===== src/design/i2cm_pkg.sv =====
// ----------------------------------------------------------------------------
// i2cm_pkg
// Shared types and constants of the I2C master pin sequencer.
// ----------------------------------------------------------------------------
package i2cm_pkg;

    localparam int          QUEUE_DEPTH       = 2;
    localparam int          PADDR_W           = 3;
    localparam logic [15:0] HALF_PERIOD_RESET = 16'd8;
    localparam logic [0:0]  REG_HALF_PERIOD   = 1'b0;
    localparam int          MSB_BIT           = 7;

    typedef enum logic [2:0] {
        CMD_NONE  = 3'd0,
        CMD_START = 3'd1,
        CMD_STOP  = 3'd2,
        CMD_WRITE = 3'd3,
        CMD_READ  = 3'd4
    } t_cmd;

    typedef enum logic [3:0] {
        PH_IDLE      = 4'd0,
        PH_START_A   = 4'd1,
        PH_START_B   = 4'd2,
        PH_STOP_A    = 4'd3,
        PH_STOP_B    = 4'd4,
        PH_WR_CLKLO  = 4'd5,
        PH_WR_SETBIT = 4'd6,
        PH_WR_HIGH   = 4'd7,
        PH_WR_LOW    = 4'd8,
        PH_ACK_DATA  = 4'd9,
        PH_ACK_HIGH  = 4'd10,
        PH_ACK_LOW   = 4'd11,
        PH_RD_PRE    = 4'd12,
        PH_RD_HIGH   = 4'd13,
        PH_RD_LOW    = 4'd14,
        PH_RD_ACKDRV = 4'd15
    } t_phase;

    typedef struct packed {
        logic [2:0] kind;
        logic [7:0] write_byte;
        logic       send_ack;
        logic       sda_in;
    } t_in_item;

    typedef struct packed {
        logic       scl;
        logic       sda_out;
        logic       sda_drive;
        logic       busy_res;
        logic       done_res;
        logic [7:0] read_byte;
        logic       dropped;
    } t_out_item;

    typedef struct packed {
        t_cmd       op;
        logic [7:0] write_byte;
        logic       send_ack;
        logic       sda_in;
    } t_op;

endpackage


===== src/design/i2cm_fifo.sv =====
// ----------------------------------------------------------------------------
// i2cm_fifo
// Small register queue with count-based full and empty flags.
// ----------------------------------------------------------------------------
module i2cm_fifo #(
    parameter int DEPTH = 2,
    parameter int WIDTH = 8
) (
    input  logic             i_clk,
    input  logic             i_rst_n,
    input  logic             i_push,
    input  logic [WIDTH-1:0] i_data,
    output logic             o_full,
    input  logic             i_pop,
    output logic [WIDTH-1:0] o_data,
    output logic             o_empty
);

    localparam int PTR_W = (DEPTH > 1) ? $clog2(DEPTH) : 1;
    localparam int CNT_W = $clog2(DEPTH + 1);
    localparam logic [PTR_W-1:0] LAST_PTR = PTR_W'(DEPTH - 1);
    localparam logic [CNT_W-1:0] FULL_CNT = CNT_W'(DEPTH);

    logic [WIDTH-1:0] r_mem [DEPTH];
    logic [PTR_W-1:0] r_wr_ptr;
    logic [PTR_W-1:0] r_rd_ptr;
    logic [CNT_W-1:0] r_count;
    logic             w_wr;
    logic             w_rd;

    assign o_full  = (r_count == FULL_CNT);
    assign o_empty = (r_count == '0);
    assign w_wr    = i_push && !o_full;
    assign w_rd    = i_pop && !o_empty;
    assign o_data  = r_mem[r_rd_ptr];

    always_ff @(posedge i_clk) begin
        if (w_wr) begin
            r_mem[r_wr_ptr] <= i_data;
        end
    end

    always_ff @(posedge i_clk) begin
        if (!i_rst_n) begin
            r_wr_ptr <= '0;
            r_rd_ptr <= '0;
            r_count  <= '0;
        end else begin
            if (w_wr) begin
                r_wr_ptr <= (r_wr_ptr == LAST_PTR) ? '0 : r_wr_ptr + 1'b1;
            end
            if (w_rd) begin
                r_rd_ptr <= (r_rd_ptr == LAST_PTR) ? '0 : r_rd_ptr + 1'b1;
            end
            if (w_wr && !w_rd) begin
                r_count <= r_count + 1'b1;
            end else if (w_rd && !w_wr) begin
                r_count <= r_count - 1'b1;
            end
        end
    end

endmodule


===== src/design/i2cm_front.sv =====
// ----------------------------------------------------------------------------
// i2cm_front
// Accepts tick items, decodes the command kind and queues them for the
// sequencer engine.
// ----------------------------------------------------------------------------
module i2cm_front #(
    parameter int DEPTH = 2
) (
    input  logic              i_clk,
    input  logic              i_rst_n,
    input  logic              push,
    output logic              full,
    input  i2cm_pkg::t_in_item i_item,
    input  logic              i_op_pop,
    output i2cm_pkg::t_op     o_op,
    output logic              o_op_empty
);
    import i2cm_pkg::*;

    t_op w_op;

    always_comb begin
        w_op.write_byte = i_item.write_byte;
        w_op.send_ack   = i_item.send_ack;
        w_op.sda_in     = i_item.sda_in;
        case (i_item.kind)
            CMD_START: w_op.op = CMD_START;
            CMD_STOP:  w_op.op = CMD_STOP;
            CMD_WRITE: w_op.op = CMD_WRITE;
            CMD_READ:  w_op.op = CMD_READ;
            default:   w_op.op = CMD_NONE;
        endcase
    end

    i2cm_fifo #(
        .DEPTH (DEPTH),
        .WIDTH ($bits(t_op))
    ) u_queue (
        .i_clk   (i_clk),
        .i_rst_n (i_rst_n),
        .i_push  (push),
        .i_data  (w_op),
        .o_full  (full),
        .i_pop   (i_op_pop),
        .o_data  (o_op),
        .o_empty (o_op_empty)
    );

endmodule


===== src/design/i2cm_regs.sv =====
// ----------------------------------------------------------------------------
// i2cm_regs
// APB-style configuration register holding the half period in ticks.
// ----------------------------------------------------------------------------
module i2cm_regs (
    input  logic                         i_clk,
    input  logic                         i_rst_n,
    input  logic                         psel,
    input  logic                         penable,
    input  logic                         pwrite,
    input  logic [i2cm_pkg::PADDR_W-1:0] paddr,
    input  logic [31:0]                  pwdata,
    output logic [31:0]                  prdata,
    output logic                         pready,
    output logic [15:0]                  o_half_period
);
    import i2cm_pkg::*;

    logic [15:0] r_half_period;
    logic [0:0]  w_index;
    logic        w_hit;

    assign pready        = 1'b1;
    assign w_index       = paddr[PADDR_W-1 -: 1];
    assign w_hit         = (w_index == REG_HALF_PERIOD);
    assign o_half_period = r_half_period;
    assign prdata        = w_hit ? {16'd0, r_half_period} : 32'd0;

    always_ff @(posedge i_clk) begin
        if (!i_rst_n) begin
            r_half_period <= HALF_PERIOD_RESET;
        end else if (psel && penable && pwrite && pready && w_hit) begin
            r_half_period <= pwdata[15:0];
        end
    end

endmodule


===== src/design/i2cm_engine.sv =====
// ----------------------------------------------------------------------------
// i2cm_engine
// Pin sequencer: steps SCL and SDA through the start, stop, write and read
// phases, one queued tick per cycle while a tick is queued and the result queue has room.
// ----------------------------------------------------------------------------
module i2cm_engine (
    input  logic                i_clk,
    input  logic                i_rst_n,
    input  i2cm_pkg::t_op       i_op,
    input  logic                i_op_valid,
    input  logic                i_res_full,
    input  logic [15:0]         i_half_period,
    output logic                o_fire,
    output i2cm_pkg::t_out_item o_res
);
    import i2cm_pkg::*;

    typedef struct packed {
        t_phase      phase;
        logic [3:0]  bit_count;
        logic [7:0]  shift_data;
        logic [15:0] wait_count;
        logic        scl;
        logic        sda;
        logic        sda_en;
        logic        ack;
        logic [7:0]  last_read;
    } t_eng;

    t_eng        r_st;
    t_eng        n_st;
    t_eng        w_entry;
    logic        w_drop;
    logic [15:0] w_dly;

    function automatic t_eng f_enter(t_eng s, t_phase p, logic [15:0] dly);
        t_eng t;
        t            = s;
        t.phase      = p;
        t.wait_count = 16'd1;
        case (p)
            PH_START_A: begin
                t.scl = 1'b1; t.sda = 1'b1; t.wait_count = dly;
            end
            PH_START_B: begin
                t.sda = 1'b0; t.wait_count = dly;
            end
            PH_STOP_A: begin
                t.scl = 1'b1; t.sda = 1'b0; t.wait_count = dly;
            end
            PH_STOP_B: begin
                t.sda = 1'b1; t.wait_count = dly;
            end
            PH_WR_CLKLO:  t.scl = 1'b0;
            PH_WR_SETBIT: t.sda = t.shift_data[MSB_BIT];
            PH_WR_HIGH: begin
                t.scl = 1'b1; t.wait_count = dly;
            end
            PH_WR_LOW:    t.scl = 1'b0;
            PH_ACK_DATA:  t.wait_count = dly;
            PH_ACK_HIGH: begin
                t.scl = 1'b1; t.wait_count = dly;
            end
            PH_ACK_LOW:   t.scl = 1'b0;
            PH_RD_PRE:    t.scl = 1'b0;
            PH_RD_HIGH: begin
                t.scl = 1'b1; t.wait_count = dly;
            end
            PH_RD_LOW:    t.scl = 1'b0;
            PH_RD_ACKDRV: t.sda_en = 1'b1;
            default: begin
                t.phase = PH_IDLE; t.wait_count = 16'd0; t.bit_count = 4'd0;
            end
        endcase
        return t;
    endfunction

    assign o_fire = i_op_valid && !i_res_full;
    assign w_dly  = (i_half_period == 16'd0) ? 16'd1 : i_half_period;

    // next state
    always_comb begin
        t_eng s;
        s      = r_st;
        w_drop = 1'b0;
        if (s.phase == PH_IDLE) begin
            if (i_op.op != CMD_NONE) begin
                s.bit_count = 4'd0;
                case (i_op.op)
                    CMD_START: s = f_enter(s, PH_START_A, w_dly);
                    CMD_STOP:  s = f_enter(s, PH_STOP_A, w_dly);
                    CMD_WRITE: begin
                        s.shift_data = i_op.write_byte;
                        s = f_enter(s, PH_WR_CLKLO, w_dly);
                    end
                    default: begin
                        s.ack        = i_op.send_ack;
                        s.shift_data = 8'd0;
                        s = f_enter(s, PH_RD_PRE, w_dly);
                    end
                endcase
            end
        end else if (i_op.op != CMD_NONE) begin
            w_drop = 1'b1;
        end
        w_entry = s;
        if (s.phase != PH_IDLE) begin
            if (s.phase == PH_RD_HIGH && s.wait_count == 16'd1) begin
                s.shift_data = {s.shift_data[6:0], i_op.sda_in};
            end
            if (s.wait_count != 16'd0) begin
                s.wait_count = s.wait_count - 16'd1;
            end
            if (s.wait_count == 16'd0) begin
                case (s.phase)
                    PH_START_A:   s = f_enter(s, PH_START_B, w_dly);
                    PH_STOP_A:    s = f_enter(s, PH_STOP_B, w_dly);
                    PH_WR_CLKLO:  s = f_enter(s, PH_WR_SETBIT, w_dly);
                    PH_WR_SETBIT: s = f_enter(s, PH_WR_HIGH, w_dly);
                    PH_WR_HIGH:   s = f_enter(s, PH_WR_LOW, w_dly);
                    PH_WR_LOW: begin
                        s.shift_data = {s.shift_data[6:0], 1'b0};
                        s.bit_count  = s.bit_count + 4'd1;
                        if (s.bit_count >= 4'd8) begin
                            s.bit_count = 4'd0;
                            s.sda       = 1'b1;
                            s = f_enter(s, PH_ACK_DATA, w_dly);
                        end else begin
                            s = f_enter(s, PH_WR_SETBIT, w_dly);
                        end
                    end
                    PH_ACK_DATA:  s = f_enter(s, PH_ACK_HIGH, w_dly);
                    PH_ACK_HIGH:  s = f_enter(s, PH_ACK_LOW, w_dly);
                    PH_RD_PRE: begin
                        if (s.bit_count == 4'd0) begin
                            s.sda_en = 1'b0; s.bit_count = 4'd1; s.wait_count = 16'd1;
                        end else if (s.bit_count == 4'd1) begin
                            s.sda = 1'b1; s.bit_count = 4'd2; s.wait_count = 16'd1;
                        end else begin
                            s.bit_count  = 4'd0;
                            s.shift_data = 8'd0;
                            s = f_enter(s, PH_RD_HIGH, w_dly);
                        end
                    end
                    PH_RD_HIGH:   s = f_enter(s, PH_RD_LOW, w_dly);
                    PH_RD_LOW: begin
                        s.bit_count = s.bit_count + 4'd1;
                        if (s.bit_count >= 4'd8) begin
                            s.bit_count = 4'd0;
                            s.last_read = s.shift_data;
                            s = f_enter(s, PH_RD_ACKDRV, w_dly);
                        end else begin
                            s = f_enter(s, PH_RD_HIGH, w_dly);
                        end
                    end
                    PH_RD_ACKDRV: begin
                        s.sda = !s.ack;
                        s = f_enter(s, PH_ACK_DATA, w_dly);
                    end
                    default:      s = f_enter(s, PH_IDLE, w_dly);
                endcase
            end
        end
        n_st = s;
    end

    // outputs
    always_comb begin
        o_res.scl       = w_entry.scl;
        o_res.sda_out   = w_entry.sda;
        o_res.sda_drive = w_entry.sda_en;
        o_res.busy_res  = (w_entry.phase != PH_IDLE);
        o_res.done_res  = (w_entry.phase != PH_IDLE) && (n_st.phase == PH_IDLE);
        o_res.read_byte = n_st.last_read;
        o_res.dropped   = w_drop;
    end

    always_ff @(posedge i_clk) begin
        if (!i_rst_n) begin
            r_st.phase      <= PH_IDLE;
            r_st.bit_count  <= 4'd0;
            r_st.shift_data <= 8'd0;
            r_st.wait_count <= 16'd0;
            r_st.scl        <= 1'b1;
            r_st.sda        <= 1'b1;
            r_st.sda_en     <= 1'b1;
            r_st.ack        <= 1'b0;
            r_st.last_read  <= 8'd0;
        end else if (o_fire) begin
            r_st <= n_st;
        end
    end

endmodule


===== src/design/i2c_master_pin_sequencer_core.sv =====
// Path: an accepted tick transaction waits in the input queue; the engine takes
// it when the result queue has room and writes its result there for popping.
// Throughput: one tick per cycle while the result queue has room, set by the
// engine's phase update; queues on both sides absorb stalls.
// Reset: synchronous active-low; queues empty, sequencer idle with SCL, SDA
// high and driven, half period back to 8 ticks.
// ----------------------------------------------------------------------------
// i2c_master_pin_sequencer_core
// I2C master pin sequencer: front decoder and queue, sequencer engine,
// result queue and configuration register.
// ----------------------------------------------------------------------------
module i2c_master_pin_sequencer_core #(
    parameter int QUEUE_DEPTH = i2cm_pkg::QUEUE_DEPTH
) (
    input  logic                         i_clk,
    input  logic                         i_rst_n,
    input  logic                         push,
    output logic                         full,
    input  i2cm_pkg::t_in_item           i_item,
    output logic                         empty,
    input  logic                         pop,
    output i2cm_pkg::t_out_item          o_result,
    input  logic                         psel,
    input  logic                         penable,
    input  logic                         pwrite,
    input  logic [i2cm_pkg::PADDR_W-1:0] paddr,
    input  logic [31:0]                  pwdata,
    output logic [31:0]                  prdata,
    output logic                         pready
);
    import i2cm_pkg::*;

    t_op         w_op;
    logic        w_op_empty;
    logic        w_fire;
    logic        w_res_full;
    t_out_item   w_res;
    logic [15:0] w_half_period;

    i2cm_front #(
        .DEPTH (QUEUE_DEPTH)
    ) u_front (
        .i_clk      (i_clk),
        .i_rst_n    (i_rst_n),
        .push       (push),
        .full       (full),
        .i_item     (i_item),
        .i_op_pop   (w_fire),
        .o_op       (w_op),
        .o_op_empty (w_op_empty)
    );

    i2cm_regs u_regs (
        .i_clk         (i_clk),
        .i_rst_n       (i_rst_n),
        .psel          (psel),
        .penable       (penable),
        .pwrite        (pwrite),
        .paddr         (paddr),
        .pwdata        (pwdata),
        .prdata        (prdata),
        .pready        (pready),
        .o_half_period (w_half_period)
    );

    i2cm_engine u_engine (
        .i_clk         (i_clk),
        .i_rst_n       (i_rst_n),
        .i_op          (w_op),
        .i_op_valid    (!w_op_empty),
        .i_res_full    (w_res_full),
        .i_half_period (w_half_period),
        .o_fire        (w_fire),
        .o_res         (w_res)
    );

    i2cm_fifo #(
        .DEPTH (QUEUE_DEPTH),
        .WIDTH ($bits(t_out_item))
    ) u_res_queue (
        .i_clk   (i_clk),
        .i_rst_n (i_rst_n),
        .i_push  (w_fire),
        .i_data  (w_res),
        .o_full  (w_res_full),
        .i_pop   (pop),
        .o_data  (o_result),
        .o_empty (empty)
    );

endmodule


===== config.mk =====
export PLATFORM = sky130hd
export DESIGN_NAME = i2c_master_pin_sequencer_core
export DESIGN_NICKNAME = d
export VERILOG_FILES = /design/src/design/i2cm_pkg.sv /design/src/design/i2cm_fifo.sv /design/src/design/i2cm_front.sv /design/src/design/i2cm_regs.sv /design/src/design/i2cm_engine.sv /design/src/design/i2c_master_pin_sequencer_core.sv
export SDC_FILE = /design/constraint.sdc
export NUM_CORES = 1
export LEC_CHECK = 0
export BUFFER_PORTS_ARGS = -buffer_cell sky130_fd_sc_hd__buf_2
export CORE_ASPECT_RATIO = 0.75
export CORE_MARGIN = 5
export CORE_UTILIZATION = 45
export DETAILED_ROUTE_END_ITERATION = 8
export PLACE_DENSITY_LB_ADDON = 0.15
export SYNTH_ARGS = -nofsm -noshare
export SYNTH_HDL_FRONTEND = slang
export SYNTH_SLANG_ARGS = --single-unit

===== constraint.sdc =====
create_clock -name i_clk -period 4.3 [get_ports i_clk]
set_input_delay 0.86 -clock i_clk [delete_from_list [all_inputs] [get_ports i_clk]]
set_output_delay 0.86 -clock i_clk [all_outputs]
set_load 0.01 [all_outputs]

==> out/qor.csv <==
metric;value;unit
Clock Power Share;17.3;%
internal power;0.00406;W
Detailed Routing Iterations Pass 1;5;
end-of-flow core utilization;55.5;%
grt ovf;0;
diode count;0;
critical path launch point type;register;
yosys warns;0;
combinational power share;60.1;%
fin crit period;4.17;ns
antenna viol nets, final;0;
Setup TNS Final;0;ns
Post-DP HPWL;17500;um
Sw Ratio;47.1;%
vias;7191;
Worst slew margin;18.6;%
area of the core;0.0162;mm2
Starting Density;46.3;%
sequential power share;22.6;%
CTS tree;yes;
routed length per instance;20.5;um
PwrDens;855;mW/mm2
Final Slew Violations;0;
routability cong.;0.959;
EDFF count, synth;54;
synth top area cells;edfxtp_1 (22%), dfxtp_1 (19%), nand2_1 (5.0%);
Post-Route WL;24100;um
first-pass GRT wire length;38300;um
number of antenna violations at the first check in global routing;0;
die footprint;0.0194;mm2
FFs w/ async S/R, synth;0;%
final setup vio count;0;
H-tree depth;4;
Iteration-0 DRC Markers;845;
Yosys reg bits;124;
placed insts;1141;
Post-CTS Hold Buffers;0;
cell count after synthesis;843;
clock-pin slew on the worst setup and hold paths;0.06;ns
number of global-route vias before repair;6950;
Yosys cell types;88;
CP endpoint kind;register;
final-stage net count;1018;
Seq/Total Area, Yosys;40.2;%
Least-Margin Pin Slew;1.22;ns
largest net degree at the start of global routing;38;
top-area cell type share of the netlist area;21.6;%
HP Class;register to register;
num rows;40;
hold violation total from the final report;0;
Non-Filler Instances;1177;
share of layout cells above drive strength 1;23.2;%
Via density;6.11;
Netlist Area Pre-Place;0.00751;mm2
net switching power;0.00362;W
Longest Clk Path Bufs;2;
Req. time, crit path;4.43;ns
I/O Buffers;68;
max cap viols;0;
Ports;104;
Avg Inst Size Synth;8.91;um2
Setup CP Type;register to register;
Max rail drop VDD;0.439;mV
minimum hold slack;0.469;ns
cts bufs inserted;17;
Post-synth top flop;dfxtp_1;
Lkg Pwr;3.42;nW
crit path DAT;4.30;ns
final period utilization;96.9;%
CP Max Fanout;8;
Fmax;240;MHz
clk sink count;124;
worst skew pair latency;0.42;ns
Synth-to-Final Area Change;19.7;%
DRC errors left;0;
Root Driver;clkbuf_16;
Tot GR Track Use;24.7;%
Die Wd;159;um
clk_skew;0.0100;ns
status;complete, no violations;
area leader, netlist;edfxtp_1;
die height;122;um
## cells in the final DEF (no fill, tap or decap), types with 10 or more instances in the layout
master	n
a211oi_1	16
xnor2_1	15
a21boi_0	18
mux2_2	21
nor3_1	29
edfxtp_1	54
conb_1	17
buf_4	73
clkbuf_16	17
nand2_1	100
dfxtp_1	70
inv_1	19
buf_2	68
o22ai_1	10
o211ai_1	11
nand3_1	27
o21ai_0	54
o2bb2ai_1	12
a21oi_1	38
nor2_1	58
nor2b_1	20
a22oi_1	10
and2_1	12
mux2i_1	18
## layout make-up
type	instances	area [um2]
repair buffers	145	951
multi-input cells	647	4150
clock buffers	20	437
well taps	210	263
clock inverters	11	98.8
flip-flops and latches	124	3020
inverters	20	75.1
fillers	1500	7220
## Yosys cell counts (all sizes together), types with 6 or more instances
master   count
nand2      101
dfxtp       70
nor2        62
o21ai       61
edfxtp      54
a21oi       38
clkbuf      38
nor3        32
buf         29
nand3       27
mux2        21
a21boi      20
inv         20
nor2b       20
mux2i       18
a211oi      16
xnor2       15
and2        12
o211ai      12
o2bb2ai     12
o22ai       11
a22oi       10
nor4         9
ha           8
nand4        8
nor3b        8
o31ai        7
o32ai        6
or4          6
## worst max-delay path: stages, from the launching register on
cell and delay [ns]:
edfxtp_1 0.42, or4_1 0.59, and3_1 0.26, o21ai_4 0.15
buf_4 0.16, ha_1 0.16, inv_1 0.06, a2111o_1 0.39
mux2_2 0.25, o211ai_1 0.09, or4b_1 0.54, buf_6 0.19
a2111o_1 0.44, nand2_1 0.09, o31ai_1 0.09
## final timing paths
kind	startpoint	endpoint	slack [ns]	cells after the start
worst max-delay path	u_front.u_queue.r_mem[0][12]	u_res_queue.r_mem[1][5]	0.13	14
worst min-delay path	u_engine.r_st[2]	u_engine.r_st[2]	0.47	1
worst max register to register	u_front.u_queue.r_mem[0][12]	u_res_queue.r_mem[1][5]	0.13	14
worst min register to register	u_engine.r_st[2]	u_engine.r_st[2]	0.47	1
## power by group through the flow
stage	clock (W)	sequential (W)	combinational [W]
global route	0.00139	0.00177	0.00498
CTS	0.00134	0.00174	0.00442
floorplan	0	0.00167	0.00291
global placement	0	0.00174	0.00431
finish	0.00133	0.00174	0.00462
detailed placement	0	0.00176	0.00438
## registers in the layout, indices dropped and copies added, names as in the netlist, 2 cells and up, named ones only
signal	count
u_res_queue.r_count	2
u_front.u_queue.r_count	2
u_res_queue.r_mem	28
u_front.u_queue.r_mem	26
u_engine.r_st	44
u_regs.o_half_period	16
## metrics by stage
step                total power [W]  cell area [um2]  setup WS (ns)
finish                      0.00769             8990          0.135
global route                0.00814             8990       -0.00281
CTS                         0.00750             8940         0.0885
detailed placement          0.00614             8400         0.0197
global placement            0.00605             8400         0.0631
floorplan                   0.00459             7570          0.233
## logic make-up after synthesis
family | Yosys count | share of synthesized area, %
xor gates and xnor gates | 20 | 2.33
and+or+nand+nor | 313 | 21.3
muxes | 39 | 5.54
AOI/OAI and AO/OA | 250 | 23.5
adders and majority gates | 8 | 1.33
DFF | 124 | 40.2
buffers and inverters | 87 | 5.64
other | 2 | 0.0999
## timing repair
item	in CTS	in global routing
resized for setup	1	5
setup endpoints to repair	2	19
buffers inserted	0	5
pin swaps	0	3
## per-layer routing
layer  global-route usage [%]  share of wire (%)
met5                        0                  0
met4                     7.41                1.4
met3                     6.87                9.9
met2                     35.2                 42
met1                     36.2                 47
(Power assumes the default switching activity.)
